===== config.mk =====
export PLATFORM = sky130hd
export DESIGN_NAME = stream_replace_first_match_core
export DESIGN_NICKNAME = d
export VERILOG_FILES = /design/src/design/srfm_pkg.sv /design/src/design/srfm_cell.sv /design/src/design/srfm_window.sv /design/src/design/stream_replace_first_match_core.sv
export SDC_FILE = /design/constraint.sdc
export NUM_CORES = 1
export LEC_CHECK = 0
export BUFFER_PORTS_ARGS = -buffer_cell sky130_fd_sc_hd__buf_4
export CAP_MARGIN = 25
export CORE_ASPECT_RATIO = 0.7
export CORE_MARGIN = 2
export CORE_UTILIZATION = 55
export CTS_BUF_LIST = sky130_fd_sc_hd__clkbuf_8
export CTS_CLUSTER_SIZE = 20
export DETAILED_ROUTE_END_ITERATION = 8
export PLACE_DENSITY = 0.77
export SETUP_SLACK_MARGIN = 0.4
export SLEW_MARGIN = 30
export SYNTH_ARGS = -nofsm -noshare
export SYNTH_HDL_FRONTEND = slang
export SYNTH_HIERARCHICAL = 1
export SYNTH_SLANG_ARGS = --single-unit

===== constraint.sdc =====
create_clock -name clk -period 6.9 [get_ports clk]
set_input_delay 2.07 -clock clk [delete_from_list [all_inputs] [get_ports clk]]
set_output_delay 2.07 -clock clk [all_outputs]
set_load 0.01 [all_outputs]

===== src/design/srfm_pkg.sv =====
// Shared types and constants for the stream first-match replace block.
// No dependencies; imported by every module of the block.
package srfm_pkg;

  // Window geometry
  localparam int MAX_PATTERN     = 8;
  localparam int MAX_REPLACEMENT = 8;
  localparam int BYTE_W          = 8;
  localparam int WIN_IDX_W       = $clog2(MAX_PATTERN);
  localparam int CNT_W           = $clog2(MAX_PATTERN + 1);

  // Configuration port
  localparam int CFG_IDX_W  = 2;
  localparam int CFG_DATA_W = 64;
  localparam int LEN_W      = 4;

  localparam logic [CFG_IDX_W-1:0] REG_PATTERN_BYTES      = 2'd0;
  localparam logic [CFG_IDX_W-1:0] REG_PATTERN_LENGTH     = 2'd1;
  localparam logic [CFG_IDX_W-1:0] REG_REPLACEMENT_BYTES  = 2'd2;
  localparam logic [CFG_IDX_W-1:0] REG_REPLACEMENT_LENGTH = 2'd3;

  typedef logic [BYTE_W-1:0] byte_t;

  // Per-cell control
  typedef struct packed {
    logic is_new;   // this cell takes the incoming byte
    logic shift;    // window moves one place toward the oldest end
  } cell_ctrl_t;

  // Window control from the sequencer
  typedef struct packed {
    logic                 append;
    logic [WIN_IDX_W-1:0] slot;
    logic                 shift;
  } win_ctrl_t;

endpackage


===== src/design/srfm_cell.sv =====
// One window cell: holds a byte, compares it against its pattern byte.
// Depends on srfm_pkg.
module srfm_cell
  import srfm_pkg::*;
(
  input  logic       clk,
  input  cell_ctrl_t ctrl,
  input  byte_t      new_byte,
  input  byte_t      right_in,
  input  byte_t      pat_byte,
  output byte_t      cur,
  output logic       hit
);

  byte_t held_r;
  byte_t held_nxt;

  // Current view of this slot, including a byte appended this cycle
  assign cur      = ctrl.is_new ? new_byte : held_r;
  assign hit      = (cur == pat_byte);
  assign held_nxt = ctrl.shift ? right_in : cur;

  always_ff @(posedge clk) begin
    held_r <= held_nxt;
  end

endmodule


===== src/design/srfm_window.sv =====
// Chain of window cells with pattern match reduction.
// Depends on srfm_pkg and srfm_cell.
module srfm_window
  import srfm_pkg::*;
(
  input  logic                      clk,
  input  win_ctrl_t                 ctrl,
  input  byte_t                     new_byte,
  input  logic [CFG_DATA_W-1:0]     pattern_bytes,
  input  logic [LEN_W-1:0]          plen,
  output byte_t                     oldest,
  output logic                      hit
);

  byte_t                  cur   [MAX_PATTERN];
  byte_t                  rin   [MAX_PATTERN];
  logic [MAX_PATTERN-1:0] hits;
  logic [MAX_PATTERN-1:0] in_use;

  for (genvar i = 0; i < MAX_PATTERN; i++) begin : g_cell
    cell_ctrl_t cctl;

    assign cctl.is_new = ctrl.append && (ctrl.slot == WIN_IDX_W'(i));
    assign cctl.shift  = ctrl.shift;

    // Last cell has no right neighbor
    if (i == MAX_PATTERN - 1) begin : g_tail
      assign rin[i] = '0;
    end else begin : g_link
      assign rin[i] = cur[i+1];
    end

    assign in_use[i] = (LEN_W'(i) < plen);

    srfm_cell u_cell (
      .clk      (clk),
      .ctrl     (cctl),
      .new_byte (new_byte),
      .right_in (rin[i]),
      .pat_byte (pattern_bytes[i*BYTE_W +: BYTE_W]),
      .cur      (cur[i]),
      .hit      (hits[i])
    );
  end

  assign oldest = cur[0];
  // Only slots below the pattern length take part
  assign hit    = &(hits | ~in_use);

endmodule


===== src/design/stream_replace_first_match_core.sv =====
// Top level of the stream first-match replace block: config, sequencer, output reg.
// Depends on srfm_pkg and srfm_window.
//
//  channel | direction | handshake           | payload
//  --------+-----------+---------------------+----------------------------------------------
//  in      | input     | in_valid/in_stall   | in_data_byte, in_is_final
//  out     | output    | out_valid/out_stall | out_byte, out_byte_present, out_end_of_string
//  cfg     | input     | cfg_we              | cfg_index, cfg_wdata
//
// One request per cycle while each request yields at most one result and the output
// is not stalled. A match yields replacement_length results, one per cycle from the
// output register while it is not stalled; a final byte without a match flushes
// every byte left in the window, its own included.
// rst_n is synchronous: window count, mode and output valid clear, config goes to defaults.
// A stalled output register stalls the input in the same cycle.
module stream_replace_first_match_core
  import srfm_pkg::*;
(
  input  logic                  clk,
  input  logic                  rst_n,
  input  logic                  in_valid,
  output logic                  in_stall,
  input  byte_t                 in_data_byte,
  input  logic                  in_is_final,
  output logic                  out_valid,
  input  logic                  out_stall,
  output byte_t                 out_byte,
  output logic                  out_byte_present,
  output logic                  out_end_of_string,
  input  logic                  cfg_we,
  input  logic [CFG_IDX_W-1:0]  cfg_index,
  input  logic [CFG_DATA_W-1:0] cfg_wdata
);

  localparam logic [1:0] MODE_IDLE  = 2'd0;
  localparam logic [1:0] MODE_REPL  = 2'd1;
  localparam logic [1:0] MODE_FLUSH = 2'd2;

  // Configuration registers
  logic [CFG_DATA_W-1:0] pat_bytes_r;
  logic [LEN_W-1:0]      pat_len_r;
  logic [CFG_DATA_W-1:0] rep_bytes_r;
  logic [LEN_W-1:0]      rep_len_r;

  always_ff @(posedge clk) begin
    if (!rst_n) begin
      pat_bytes_r <= '0;
      pat_len_r   <= LEN_W'(1);
      rep_bytes_r <= '0;
      rep_len_r   <= '0;
    end else if (cfg_we) begin
      unique case (cfg_index)
        REG_PATTERN_BYTES:      pat_bytes_r <= cfg_wdata;
        REG_PATTERN_LENGTH:     pat_len_r   <= cfg_wdata[LEN_W-1:0];
        REG_REPLACEMENT_BYTES:  rep_bytes_r <= cfg_wdata;
        REG_REPLACEMENT_LENGTH: rep_len_r   <= cfg_wdata[LEN_W-1:0];
      endcase
    end
  end

  // Effective lengths
  logic [LEN_W-1:0] plen;
  logic [LEN_W-1:0] rlen;

  always_comb begin
    if (pat_len_r == '0)                        plen = LEN_W'(1);
    else if (pat_len_r > LEN_W'(MAX_PATTERN))   plen = LEN_W'(MAX_PATTERN);
    else                                        plen = pat_len_r;
    rlen = (rep_len_r > LEN_W'(MAX_REPLACEMENT)) ? LEN_W'(MAX_REPLACEMENT) : rep_len_r;
  end

  // Sequencer state
  logic [1:0]           mode_r, mode_nxt;
  logic [CNT_W-1:0]     hc_r, hc_nxt;
  logic                 replaced_r, replaced_nxt;
  logic [WIN_IDX_W-1:0] idx_r, idx_nxt;
  logic                 final_r, final_nxt;

  // Output register
  logic  out_valid_r;
  byte_t out_byte_r;
  logic  out_present_r;
  logic  out_eos_r;

  logic      advance;
  logic      acc;
  win_ctrl_t wctl;
  byte_t     win_oldest;
  logic      win_hit;

  logic [CNT_W-1:0] hc_c;
  logic [CNT_W-1:0] hc_a;
  logic             match;
  logic             emit_old;
  logic             produce;
  byte_t            res_byte;
  logic             res_present;
  logic             res_eos;

  assign advance  = !out_valid_r || !out_stall;
  assign in_stall = (mode_r != MODE_IDLE) || !advance;
  assign acc      = in_valid && !in_stall;

  srfm_window u_window (
    .clk           (clk),
    .ctrl          (wctl),
    .new_byte      (in_data_byte),
    .pattern_bytes (pat_bytes_r),
    .plen          (plen),
    .oldest        (win_oldest),
    .hit           (win_hit)
  );

  // Window fill after the incoming byte is appended
  assign hc_c     = (hc_r > CNT_W'(MAX_PATTERN - 1)) ? CNT_W'(MAX_PATTERN - 1) : hc_r;
  assign hc_a     = hc_c + CNT_W'(1);
  assign match    = (hc_a == CNT_W'(plen)) && win_hit;
  assign emit_old = (hc_a > CNT_W'(plen)) || ((hc_a == CNT_W'(plen)) && !win_hit);

  // Next state and result of this cycle
  always_comb begin
    mode_nxt     = mode_r;
    hc_nxt       = hc_r;
    replaced_nxt = replaced_r;
    idx_nxt      = idx_r;
    final_nxt    = final_r;
    produce      = 1'b0;
    res_byte     = '0;
    res_present  = 1'b1;
    res_eos      = 1'b0;
    wctl.append  = 1'b0;
    wctl.slot    = hc_c[WIN_IDX_W-1:0];
    wctl.shift   = 1'b0;

    unique case (mode_r)
      MODE_IDLE: begin
        if (acc) begin
          if (replaced_r) begin
            // pass-through after the first match
            produce  = 1'b1;
            res_byte = in_data_byte;
            res_eos  = in_is_final;
            if (in_is_final) replaced_nxt = 1'b0;
          end else begin
            wctl.append = 1'b1;
            if (match) begin
              hc_nxt       = '0;
              replaced_nxt = !in_is_final;
              if (rlen == '0) begin
                // deleted match: bare end marker if this ends the string
                if (in_is_final) begin
                  produce     = 1'b1;
                  res_present = 1'b0;
                  res_eos     = 1'b1;
                end
              end else begin
                produce  = 1'b1;
                res_byte = rep_bytes_r[BYTE_W-1:0];
                if (rlen == LEN_W'(1)) begin
                  res_eos = in_is_final;
                end else begin
                  mode_nxt  = MODE_REPL;
                  idx_nxt   = WIN_IDX_W'(1);
                  final_nxt = in_is_final;
                end
              end
            end else if (emit_old || in_is_final) begin
              wctl.shift = 1'b1;
              produce    = 1'b1;
              res_byte   = win_oldest;
              hc_nxt     = hc_a - CNT_W'(1);
              if (in_is_final) begin
                if (hc_a == CNT_W'(1)) res_eos  = 1'b1;
                else                   mode_nxt = MODE_FLUSH;
              end
            end else begin
              hc_nxt = hc_a;
            end
          end
        end
      end
      MODE_REPL: begin
        if (advance) begin
          produce  = 1'b1;
          res_byte = rep_bytes_r[{idx_r, 3'b000} +: BYTE_W];
          if ({1'b0, idx_r} == rlen - LEN_W'(1)) begin
            res_eos  = final_r;
            mode_nxt = MODE_IDLE;
          end else begin
            idx_nxt = idx_r + WIN_IDX_W'(1);
          end
        end
      end
      MODE_FLUSH: begin
        if (advance) begin
          wctl.shift = 1'b1;
          produce    = 1'b1;
          res_byte   = win_oldest;
          hc_nxt     = hc_r - CNT_W'(1);
          if (hc_r == CNT_W'(1)) begin
            res_eos  = 1'b1;
            mode_nxt = MODE_IDLE;
          end
        end
      end
      default: mode_nxt = MODE_IDLE;
    endcase
  end

  // Control registers
  always_ff @(posedge clk) begin
    if (!rst_n) begin
      mode_r      <= MODE_IDLE;
      hc_r        <= '0;
      replaced_r  <= 1'b0;
      idx_r       <= '0;
      final_r     <= 1'b0;
      out_valid_r <= 1'b0;
    end else begin
      mode_r     <= mode_nxt;
      hc_r       <= hc_nxt;
      replaced_r <= replaced_nxt;
      idx_r      <= idx_nxt;
      final_r    <= final_nxt;
      if (advance) out_valid_r <= produce;
    end
  end

  // Output payload
  always_ff @(posedge clk) begin
    if (advance) begin
      out_byte_r    <= res_byte;
      out_present_r <= res_present;
      out_eos_r     <= res_eos;
    end
  end

  assign out_valid         = out_valid_r;
  assign out_byte          = out_byte_r;
  assign out_byte_present  = out_present_r;
  assign out_end_of_string = out_eos_r;

endmodule


# After elaboration in Yosys (flattened, before gate mapping)
# Index checks and enable logic that the tools add are counted.
[classes] n_addsub=5 multipliers=0 div=0 magnitude_cmp=12 n_eq_ne=40 shifts=1 mux=81 bitwise_logic=8 reduce_logical=41
[op_table] cell="$mux W8" n=20
[op_table] cell="$eq A8 B8 Y1" n=8
[op_table] cell="$shiftx A64 B7 Y8" n=1
[op_table] cell="$mux W4" n=9
[op_table] cell="$mux W1" n=26
[op_table] cell="$mux W2" n=12
[op_table] cell="$pmux W8 S3" n=1
[op_table] cell="$mux W3" n=7
[op_table] cell="$ne A2 B2 Y1 const B" n=10
[op_table] cell="$lt A3 B4 Y1 const A" n=4
[op_table] cell="$reduce_and A8 Y1" n=2
[op_table] cell="$ne A3 B3 Y1 const B" n=5
[op_table] cell="$eq A3 B3 Y1 const B" n=4
[op_table] cell="$eq A4 B1 Y1 const B" n=3
[op_table] cell="$sub A4 B1 Y4 const B" n=3
[op_table] cell="$logic_and A1 B1 Y1" n=11
[op_table] cell="$reduce_and A11 Y1" n=1
[op_table] cell="$reduce_and A2 Y1" n=5
[op_table] cell="$gt A4 B4 Y1 const B" n=2
[op_table] cell="$logic_not A4 Y1" n=2
[op_table] cell="$lt A1 B4 Y1 const A" n=2
[op_table] cell="$lt A2 B4 Y1 const A" n=2
[op_table] cell="$not A8 Y8" n=1
[op_table] cell="$or A8 B8 Y8" n=1
[op_table] cell="25 further kinds" n=46
[totals] register_bits=222 latchBits=0 ram_bits=0 romBits=0 inputBits=80 out_inout_bits=12 wordCells=209 mem_count=0

# Depth between registers and ports, before layout
# Gate-level depths: netlist of the first run.
[depth] word_depth=23 ltp_mapped=19

# Cells and area by module
# Netlist of the first run, hierarchy kept.
[by_module_without_submodules] mod="stream_replace_first_match_core" n_inst=1 cells_each=862 area_each_um2=7450.9 seq_area_each_um2=3263.1
[by_module_without_submodules] mod="srfm_cell" n_inst=8 cells_each=37 area_each_um2=479.2 seq_area_each_um2=160.2
[by_module_without_submodules] mod="srfm_window" n_inst=1 cells_each=28 area_each_um2=153.9 seq_area_each_um2=0.0

# Least setup slack after synthesis of the first run
# Ideal clock, no wire load.
[synth_path] path_type="input -> register" from="input port out_stall" to="register u_window.g_cell[0].u_cell.held_r[0]" setup_time_ns=0.121 t_arrival_ns=5.369 required_ns=6.779 setup_slack_ns=1.411 path_stages=19 n_path_buf=3 path_cell_list="nand2_1 buf_2 and4_1 nand2b_1 nor2_1 buf_6 mux2_4 xnor2_1 nand4_1 nor2_1 nand2_1 a21oi_1 o221ai_1 a211oi_2 and2_1 nand2_1 a32o_1 clkbuf_1 mux2_2"
[synth_lines] element="start, declared" line_no="stream_replace_first_match_core.sv:26" rtl="input logic out_stall,"
[synth_lines] element="end signal, assigned" line_no="srfm_cell.sv:24" rtl="held_r <= held_nxt;"
[synth_lines] element="end, declared" line_no="srfm_cell.sv:15" rtl="byte_t held_r;"

==> impl_metrics.json, run 1 <==
{
  "design.core.area_um2": 20600,
  "dpl.cell_count": 1501,
  "drt-total-wl_mm": 30.6,
  "finalInstanceArea_um2": 12900,
  "p_clk_share_pct": 22.4,
  "endpoint_kind": "register",
  "synth_edf_count": 10,
  "cts-resized-gates": 0,
  "synth_cells": 1186,
  "fin_setup_tns_ns": 0,
  "p_sw_mw": 1.63,
  "peakVddDrop_mv": 0.305,
  "finalMaxSlewViolations": 0,
  "hold_viol": 0,
  "p_total_mw": 4.91,
  "yosysUniqueCellTypes": 68,
  "crit_type": "in -> reg",
  "drive_above_1_share_pct": 24.7,
  "fin_cells": 1562,
  "antenna_found_initial": 0,
  "die-height_um": 125,
  "drt_iter0_drc": 861,
  "finalClockSkew_ns": 0.0180,
  "critPathSlowestCell": "mux2_2",
  "tritoncts": "done",
  "ys_warn_count": 6,
  "post-route-util_pct": 62.7,
  "finalWorstSetupSlack_ns": 1.25,
  "grt_pass1_wl_mm": 47.6,
  "sw_frac_of_total_pct": 33.1,
  "die_area_um2": 22000,
  "crit_chain": "buf_4, nand2_1, and4_1, nand2b_1, nor2_1, buf_4, mux2_4, xnor2_1, nand4_1, nor2_1, nand2_1, a21oi_1, o221ai_1, a211oi_2, and2_1, nand2_1, a32o_2, buf_4, mux2_2",
  "area_growth_pct": 13.0,
  "avgViaCountPerCell": 5.73,
  "rsz0062_at_grt": "no",
  "dr.pass1.iters": 5,
  "min_period_over_period_pct": 81.9,
  "fillerInstances": 1713,
  "cts_buffers": 37,
  "ant_nets": 0,
  "fmax_ghz": 0.177,
  "antenna_cells": 0,
  "crit_family": "simple AND/OR/NAND/NOR gates",
  "synth_seq_cells": 222,
  "setup_viol": 0,
  "hold_class": "reg -> reg",
  "synthArstFlopShare_pct": 0,
  "worst_pin_slew_ns": 0.876,
  "clk_latency_ns": 0.54,
  "leakage_nw": 4.98,
  "pre_cts_ws_ns": 0.841,
  "initial_utilization_pct": 55.6,
  "cts_buffer_depth": 3,
  "combPwrFrac_pct": 42.9,
  "p_seq_share_pct": 34.6,
  "hold_buffers": 0,
  "grt_pass1_vias": 8544,
  "globalplace.congestion": 0.869,
  "cts.clk_slew.worst_paths_ns": 0.06,
  "dpl.hpwl_mm": 21.9,
  "slew_headroom_pct": 41.6,
  "synth_area_um2": 11400,
  "grt_max_degree": 86,
  "wl_per_cell_um": 19.6,
  "grt_overflow_total": 0,
  "ioPinCount": 92,
  "synth_flop_cell": "dfxtp_1",
  "nets": 1360,
  "maxCapViolations": 0,
  "worstPathRequired_ns": 7.31,
  "max_stage_delay_ns": 0.39,
  "syn_avg_cell_area_um2": 9.64,
  "yosysSeqAreaShare_pct": 39.7,
  "drcViolationCount": 0,
  "p_int_mw": 3.28,
  "die_w_um": 176,
  "arrival_ns": 6.06,
  "rows": 44,
  "crit_path_max_fanout": 64,
  "grtUsageTotal_pct": 27.7,
  "postCtsSetupRepairBufs": 0,
  "via_count": 8955,
  "h-tree-depth": 2,
  "portBuffers": 91,
  "cts.sink_count": 222,
  "fin_crit_ns": 5.65,
  "whs_ns": 0.460,
  "crit_path_start_kind": "input pin",
  "crit_buf_inv": 3,
  "p_per_area_nw_per_um2": 380,
  "place_area_um2": 12200,
  "status": "completed",
  "root_buffer": "clkbuf_8"
}
==> cell usage in the layout (no fill, tap or decap), types with 2 or more instances in the layout <==
cell type  instances
nor2b_1           14
xnor2_1           59
or2_2              5
nand4_1           19
mux2i_1           17
a21oi_1           20
mux4_2             9
nor2_1            29
conb_1             8
and4b_1            2
dfxtp_1          211
ha_1              16
edfxtp_1          10
a21o_1             9
nand3_1           11
xnor2_2            8
a21boi_0         129
clkbuf_8          44
o21a_1             2
o2111a_1           2
nand4b_1           2
buf_4            107
mux2_2            64
a211oi_2           2
and3_1             3
nand2b_1          10
nor3b_1            2
o221ai_1           4
o21ai_0           26
mux4_1             7
a31oi_1            4
a211oi_1           2
nand2_1          287
nor3_1             3
mux2_4            64
inv_1             32
o22ai_1           10
o211ai_1           3
==> cell usage after synthesis, drive strengths merged, types with 17 or more instances <==
cell	n	area share [%]
buf	35	2.1
a21boi	129	8.5
mux2i	17	1.5
nand4	19	1.0
o21ai	27	1.2
mux2	128	15
inv	17	0.56
nor2	31	1.0
a21oi	20	0.88
clkbuf	40	1.3
xnor2	67	5.7
nand2	287	9.4
dfxtp	212	37
==> metal layers <==
layer	routed length (um)	track usage (%)
met5	0	0
met4	524	7.44
met3	2390	5.16
met2	12700	38.2
met1	15000	43.8
==> path summary, 6_finish.rpt <==
| kind | start | end | slack, ns | cells after the start |
|---|---|---|---|---|
| worst max-delay path | out_stall | u_window/g_cell[3].u_cell/held_r[3] | 1.25 | 19 |
| worst min-delay path | rep_bytes_r[18] | rep_bytes_r[18] | 0.46 | 2 |
| worst max register to register | mode_r[0] | u_window/g_cell[3].u_cell/held_r[3] | 1.97 | 19 |
| worst min register to register | rep_bytes_r[18] | rep_bytes_r[18] | 0.46 | 2 |
==> cell families after synthesis <==
logic type      share of synthesized area [%]
simple gates                             15.1
flops                                    39.7
buf+inv                                  3.97
compound gates                           14.1
fa+ha+maj                                1.75
other cells                            0.0328
mux                                      19.6
xor+xnor                                 5.73
==> sequential cells by signal (all words and copies together), names as in the netlist, 2 cells and up <==
| signal | count |
|---|---|
| mode_r | 2 |
| u_window/g_cell.u_cell/held_r | 64 |
| pat_bytes_r | 64 |
| pat_len_r | 4 |
| rep_len_r | 4 |
| hc_r | 4 |
| rep_bytes_r | 64 |
| out_byte | 8 |
| idx_r | 3 |
==> layout make-up <==
class / instances / area (um2) / share of cell area (%)
Multi-Input combinational cell: 879 / 6480 / 50.2
Sequential cell: 222 / 4550 / 35.2
Inverter: 17 / 63.8 / 0.494
Clock buffer: 44 / 606 / 4.69
Tap cell: 276 / 345 / 2.67
Clock inverter: 17 / 76.3 / 0.591
Timing Repair Buffer: 107 / 803 / 6.22
==> power by group through the flow <==
| stage | combinational (mW) | sequential, mW | clock (mW) |
|---|---|---|---|
| floorplan | 1.64 | 1.69 | 0 |
| global placement | 2.01 | 1.71 | 0 |
| detailed placement | 2.05 | 1.72 | 0 |
| CTS | 2.07 | 1.70 | 1.12 |
| global route | 2.27 | 1.72 | 1.17 |
| finish | 2.11 | 1.70 | 1.10 |
==> tightest hold or removal path: stages (launching register included) <==
cell and delay [ns]:
dfxtp_1 0.31, nand2_1 0.04, a21boi_0 0.06
Power figures use the tool's default switching activity.
==> run 2: changes to the inputs <==
clock period = 5.2 ns   (was 6.9 ns; I/O delays follow)
==> impl_metrics.json, run 2 (synthesized netlist as in run 1, its figures left out) <==
{
  "status": "completed",
  "cts.clk_slew.worst_paths_ns": 0.06,
  "maxCapViolations": 0,
  "cts_buffer_depth": 3,
  "antenna_found_initial": 0,
  "worst_pin_slew_ns": 0.869,
  "grt_overflow_total": 0,
  "crit_path_start_kind": "input pin",
  "max_stage_delay_ns": 0.33,
  "crit_chain": "buf_4, nand2_1, and4_4, nand2b_4, nor2_2, buf_4, mux2_4, xnor2_1, nand4_1, nor2_2, nand2b_1, a211oi_1, a21oi_1, a211oi_2, nand2_1, buf_4, a211oi_2, buf_4, a21oi_1, o22ai_1, a21o_1",
  "portBuffers": 91,
  "min_period_over_period_pct": 90.1,
  "layout_commonest_cell": "nand2_1",
  "r2r_end": "out_byte[3]",
  "grt_max_degree": 65,
  "drcViolationCount": 0,
  "slew_headroom_pct": 42.0,
  "nets": 1369,
  "cts.sink_count": 222,
  "finalMaxSlewViolations": 0,
  "cts_buffers": 35,
  "drt-total-wl_mm": 31.9,
  "p_per_area_nw_per_um2": 508,
  "finalWorstSetupSlack_ns": 0.517,
  "leakage_nw": 5.04,
  "reg.largest.list": "pat_bytes_r: 64 flops, rep_bytes_r: 64 flops, u_window/g_cell.u_cell/held_r: 64 flops",
  "dr.pass1.iters": 6,
  "area_growth_pct": 14.3,
  "dpl.hpwl_mm": 22.8,
  "rows": 44,
  "design.core.area_um2": 20600,
  "antenna_cells": 0,
  "r2r_slack_ns": 0.97,
  "drt_iter0_drc": 992,
  "via_count": 9078,
  "avgViaCountPerCell": 5.79,
  "setup_viol": 0,
  "place_area_um2": 12300,
  "die-height_um": 125,
  "crit_end": "out_byte[3]",
  "tritoncts": "done",
  "fin_crit_ns": 4.68,
  "arrival_ns": 5.08,
  "initial_utilization_pct": 55.6,
  "crit_cells": 21,
  "ant_nets": 0,
  "wl_per_cell_um": 20.3,
  "finalInstanceArea_um2": 13100,
  "hold_viol": 0,
  "globalplace.congestion": 0.936,
  "hold_start": "rep_bytes_r[41]",
  "pre_cts_ws_ns": -0.00653,
  "grtUsageTotal_pct": 28.3,
  "endpoint_kind": "register",
  "post-route-util_pct": 63.5,
  "cp-startpoint": "out_stall",
  "rsz0062_at_grt": "no",
  "drive_above_1_share_pct": 26.5,
  "fmax_ghz": 0.214,
  "crit_top_cell": "buf_4",
  "rr_startpoint": "replaced_r",
  "worstPathRequired_ns": 5.59,
  "die_w_um": 176,
  "crit_type": "in -> reg",
  "reg2reg_depth": 20,
  "ioPinCount": 92,
  "final_cell_mix": "286 x nand2_1, 211 x dfxtp_1, 129 x a21boi_0, 113 x buf_4",
  "crit_buf_inv": 4,
  "peakVddDrop_mv": 0.242,
  "grt_pass1_vias": 8274,
  "critPathSlowestCell": "mux2_4",
  "finalClockSkew_ns": 0.0234,
  "clk_latency_ns": 0.55,
  "hold_class": "reg -> reg",
  "die_area_um2": 22000,
  "root_buffer": "clkbuf_8",
  "crit_family": "compound AO/OA/AOI/OAI gates",
  "grt_pass1_wl_mm": 47.8,
  "h-tree-depth": 2,
  "crit_path_max_fanout": 8
}
run 2: cell types whose count changed in the layout (fill, tap and decap cells not counted), moves of 5 or more:
cell and change:
inv_1 -8, buf_4 +6, clkinv_2 +6, xnor2_1 -5, xnor2_2 +5
run 2: layer usage:
metal	vias up	share of wire [%]	track usage, %
met5	-	0	0
met4	0	1.5	6.32
met3	50	12	6.96
met2	466	39	37.0
met1	4306	47	45.7
li1	4256	-	-
run 2: power by group:
part	internal (mW)	switching (mW)
Clock	0.752	0.706
Sequential	2.11	0.146
Combinational	1.56	1.38
Total	4.42	2.23
run 2: cell type report:
type / instances / area, um2
Fill cell: 1691 / 7510
Tap cell: 276 / 345
Multi-Input combinational cell: 879 / 6540
Clock inverter: 17 / 106
Timing Repair Buffer: 118 / 922
Sequential cell: 222 / 4550
Clock buffer: 40 / 551
Inverter: 17 / 63.8
run 2: repair_timing:
action	4_1_cts	5_1_grt
resized for setup	0	15
hold buffers	0	0
setup endpoints to repair	0	75
setup buffers	0	2
run 2: how the worst min path moves through the flow:
| stage | end | slack [ns] | cells after the start |
|---|---|---|---|
| 3_3_place_gp | rep_bytes_r[35] | 0.45 | 2 |
| 4_1_cts | rep_bytes_r[41] | 0.46 | 2 |
| 6_report | rep_bytes_r[41] | 0.46 | 2 |
| 3_5_place_dp | rep_bytes_r[41] | 0.45 | 2 |
| 2_1_floorplan | rep_bytes_r[40] | 0.44 | 2 |
| 5_1_grt | rep_bytes_r[40] | 0.48 | 2 |
run 2: stage by stage:
step           std cells  setup TNS [ns]  hold WS [ns]  power [mW]
5_1_grt             1569               0         0.483        6.94
3_5_place_dp        1510         -0.0142         0.454        5.09
4_1_cts             1567               0         0.462        6.55
6_report            1569               0         0.460        6.65
2_1_floorplan       1193               0         0.439        4.44
3_3_place_gp        1510               0         0.445        5.00
run 2: worst register-to-register path: stages (launching register included):
cell and delay [ns]:
dfxtp_1 0.47, inv_1 0.30, and4_4 0.32, nand2b_4 0.08, nor2_2 0.15, buf_4 0.18, mux2_4 0.33, xnor2_1 0.17
nand4_1 0.17, nor2_2 0.16, nand2b_1 0.07, a211oi_1 0.23, a21oi_1 0.08, a211oi_2 0.26, nand2_1 0.12, buf_4 0.15
a211oi_2 0.19, buf_4 0.18, a21oi_1 0.09, o22ai_1 0.24, a21o_1 0.16
==> run 3: changes to the inputs <==
CAP_MARGIN = 20   (was 25)
CTS_CLUSTER_DIAMETER = 200   (was not set)
clock period = 4.6 ns   (was 5.2 ns; I/O delays follow)
==> impl_metrics.json, run 3 (synthesized netlist as in run 1, its figures left out) <==
{
  "fin_setup_tns_ns": 0,
  "cts.sink_count": 222,
  "cts.clk_slew.worst_paths_ns": 0.13,
  "drive_above_1_share_pct": 28.9,
  "drt_iter0_drc": 964,
  "finalClockSkew_ns": 0.0430,
  "met1_length_mm": 15.5,
  "fillerInstances": 1732,
  "place_area_um2": 12800,
  "whs_ns": 0.466,
  "nets": 1408,
  "dpl.hpwl_mm": 23.6,
  "rr_startpoint": "hc_r[2]",
  "maxCapViolations": 0,
  "layout_commonest_cell": "nand2_1",
  "initial_utilization_pct": 55.6,
  "design.core.area_um2": 20600,
  "wl_met3_mm": 3.02,
  "r2r_slack_ns": 0.56,
  "hold_class": "reg -> reg",
  "peakVddDrop_mv": 0.326,
  "avgViaCountPerCell": 5.79,
  "p_total_mw": 7.49,
  "drt-total-wl_mm": 32.4,
  "via_count": 9208,
  "grt_pass1_wl_mm": 49.7,
  "status": "completed",
  "p_per_area_nw_per_um2": 563,
  "crit_path_start_kind": "input pin",
  "min_period_over_period_pct": 94.5,
  "worst_pin_slew_ns": 0.889,
  "tritoncts": "done",
  "slew_headroom_pct": 40.7,
  "dr.pass1.iters": 5,
  "clk_latency_ns": 0.54,
  "area_growth_pct": 16.4,
  "portBuffers": 91,
  "drcViolationCount": 0,
  "finalMaxSlewViolations": 0,
  "r2r_end": "u_window/g_cell[1].u_cell/held_r[4]",
  "cts_buffers": 15,
  "grt_overflow_total": 0,
  "setup_viol": 0,
  "rows": 44,
  "ant_nets": 0,
  "die-height_um": 125,
  "antenna_found_initial": 0,
  "wl_per_cell_um": 20.4,
  "leakage_nw": 5.17,
  "die_area_um2": 22000,
  "arrival_ns": 4.79,
  "finalInstanceArea_um2": 13300,
  "dr_wl_met2_mm": 13.3,
  "crit_type": "in -> reg",
  "rsz0062_at_grt": "yes",
  "grt_pass1_vias": 8624,
  "top_layer_used": "met4",
  "root_buffer": "clkbuf_8",
  "h-tree-depth": 1,
  "worstPathRequired_ns": 5.04,
  "die_w_um": 176,
  "globalplace.congestion": 0.899,
  "antenna_cells": 0,
  "cts_buffer_depth": 3,
  "hold_buffers": 0,
  "fmax_ghz": 0.230,
  "endpoint_kind": "register",
  "grtUsageTotal_pct": 29.1,
  "hold_path_end": "rep_bytes_r[53]",
  "reg.largest.list": "pat_bytes_r: 64 flops, rep_bytes_r: 64 flops, u_window/g_cell.u_cell/held_r: 64 flops",
  "grt_max_degree": 95,
  "hold_start": "rep_bytes_r[53]",
  "hold_depth": 2,
  "reg2reg_depth": 20,
  "post-route-util_pct": 64.7,
  "crit_path_max_fanout": 7,
  "hold_viol": 0,
  "fin_crit_ns": 4.35,
  "final_cell_mix": "284 x nand2_1, 211 x dfxtp_1, 165 x buf_4, 129 x a21boi_0, 73 x mux2_4",
  "ioPinCount": 92
}
-- run 3: cell count changes in the layout (fill, tap and decap cells not counted), moves of 4 or more --
cell,delta
clkbuf_8,-25
mux2_2,-9
mux2_4,+9
buf_4,+52
nor2_4,+4
inv_1,-5
clkinv_2,-6
buf_8,+4
-- run 3: how the worst max path moves through the flow --
stage	to	slack [ns]	cells past startpoint	start
3_5_place_dp	u_window/g_cell[4].u_cell/held_r[3]	-0.27	20	out_stall
4_1_cts	u_window/g_cell[1].u_cell/held_r[4]	0.33	21	out_stall
2_1_floorplan	u_window/g_cell[0].u_cell/held_r[0]	0.13	19	out_stall
3_3_place_gp	u_window/g_cell[5].u_cell/held_r[5]	-0.24	20	out_stall
5_1_grt	u_window/g_cell[1].u_cell/held_r[5]	0.14	19	out_stall
6_report	u_window/g_cell[1].u_cell/held_r[4]	0.25	21	out_stall
-- run 3: what timing repair did --
| item | in CTS | in global routing |
|---|---|---|
| gates resized for setup | 19 | 15 |
| setup endpoints to repair | 62 | 81 |
| cloned | 2 | 0 |
| pin swaps | 1 | 9 |
| buffers inserted | 5 | 3 |
-- run 3: critical path, cell delays in order --
cell	delay [ns]
buf_8	0.10
nand2_8	0.05
and4_4	0.26
nand2b_4	0.08
nor2_4	0.10
buf_8	0.15
mux2_4	0.34
xnor2_2	0.13
nand4_1	0.21
nor2_1	0.17
buf_4	0.14
nand2_2	0.05
a21oi_2	0.12
o221ai_2	0.10
a211oi_2	0.24
and2_4	0.20
nand2_4	0.05
a32o_2	0.32
buf_6	0.14
buf_8	0.13
mux2_4	0.30
-- run 3: where the power goes --
group,switching (mW),internal (mW)
Combinational,1.73,2.24
Sequential,0.175,2.38
Clock,0.655,0.316
Total,2.56,4.93
-- run 3: cell type report --
type	instances	area (um2)	area share (%)
multi-input combinational	879	6670	50.1
sequential	222	4550	34.1
timing repair buffer	177	1450	10.9
tap	276	345	2.59
clock buffer	15	206	1.55
inverter	17	63.8	0.479
clock inverter	4	35.0	0.263
-- run 3: layer usage --
layer	up-vias	track usage (%)
met3	45	4.52
li1	4320	-
met4	0	6.22
met1	4463	46.4
met5	-	0
met2	380	40.9
-- run 3: per-stage QoR --
stage	instances	setup slack (ns)
floorplan	1193	0.132
global placement	1561	-0.236
detailed placement	1561	-0.268
CTS	1587	0.332
global route	1590	0.142
finish	1590	0.252
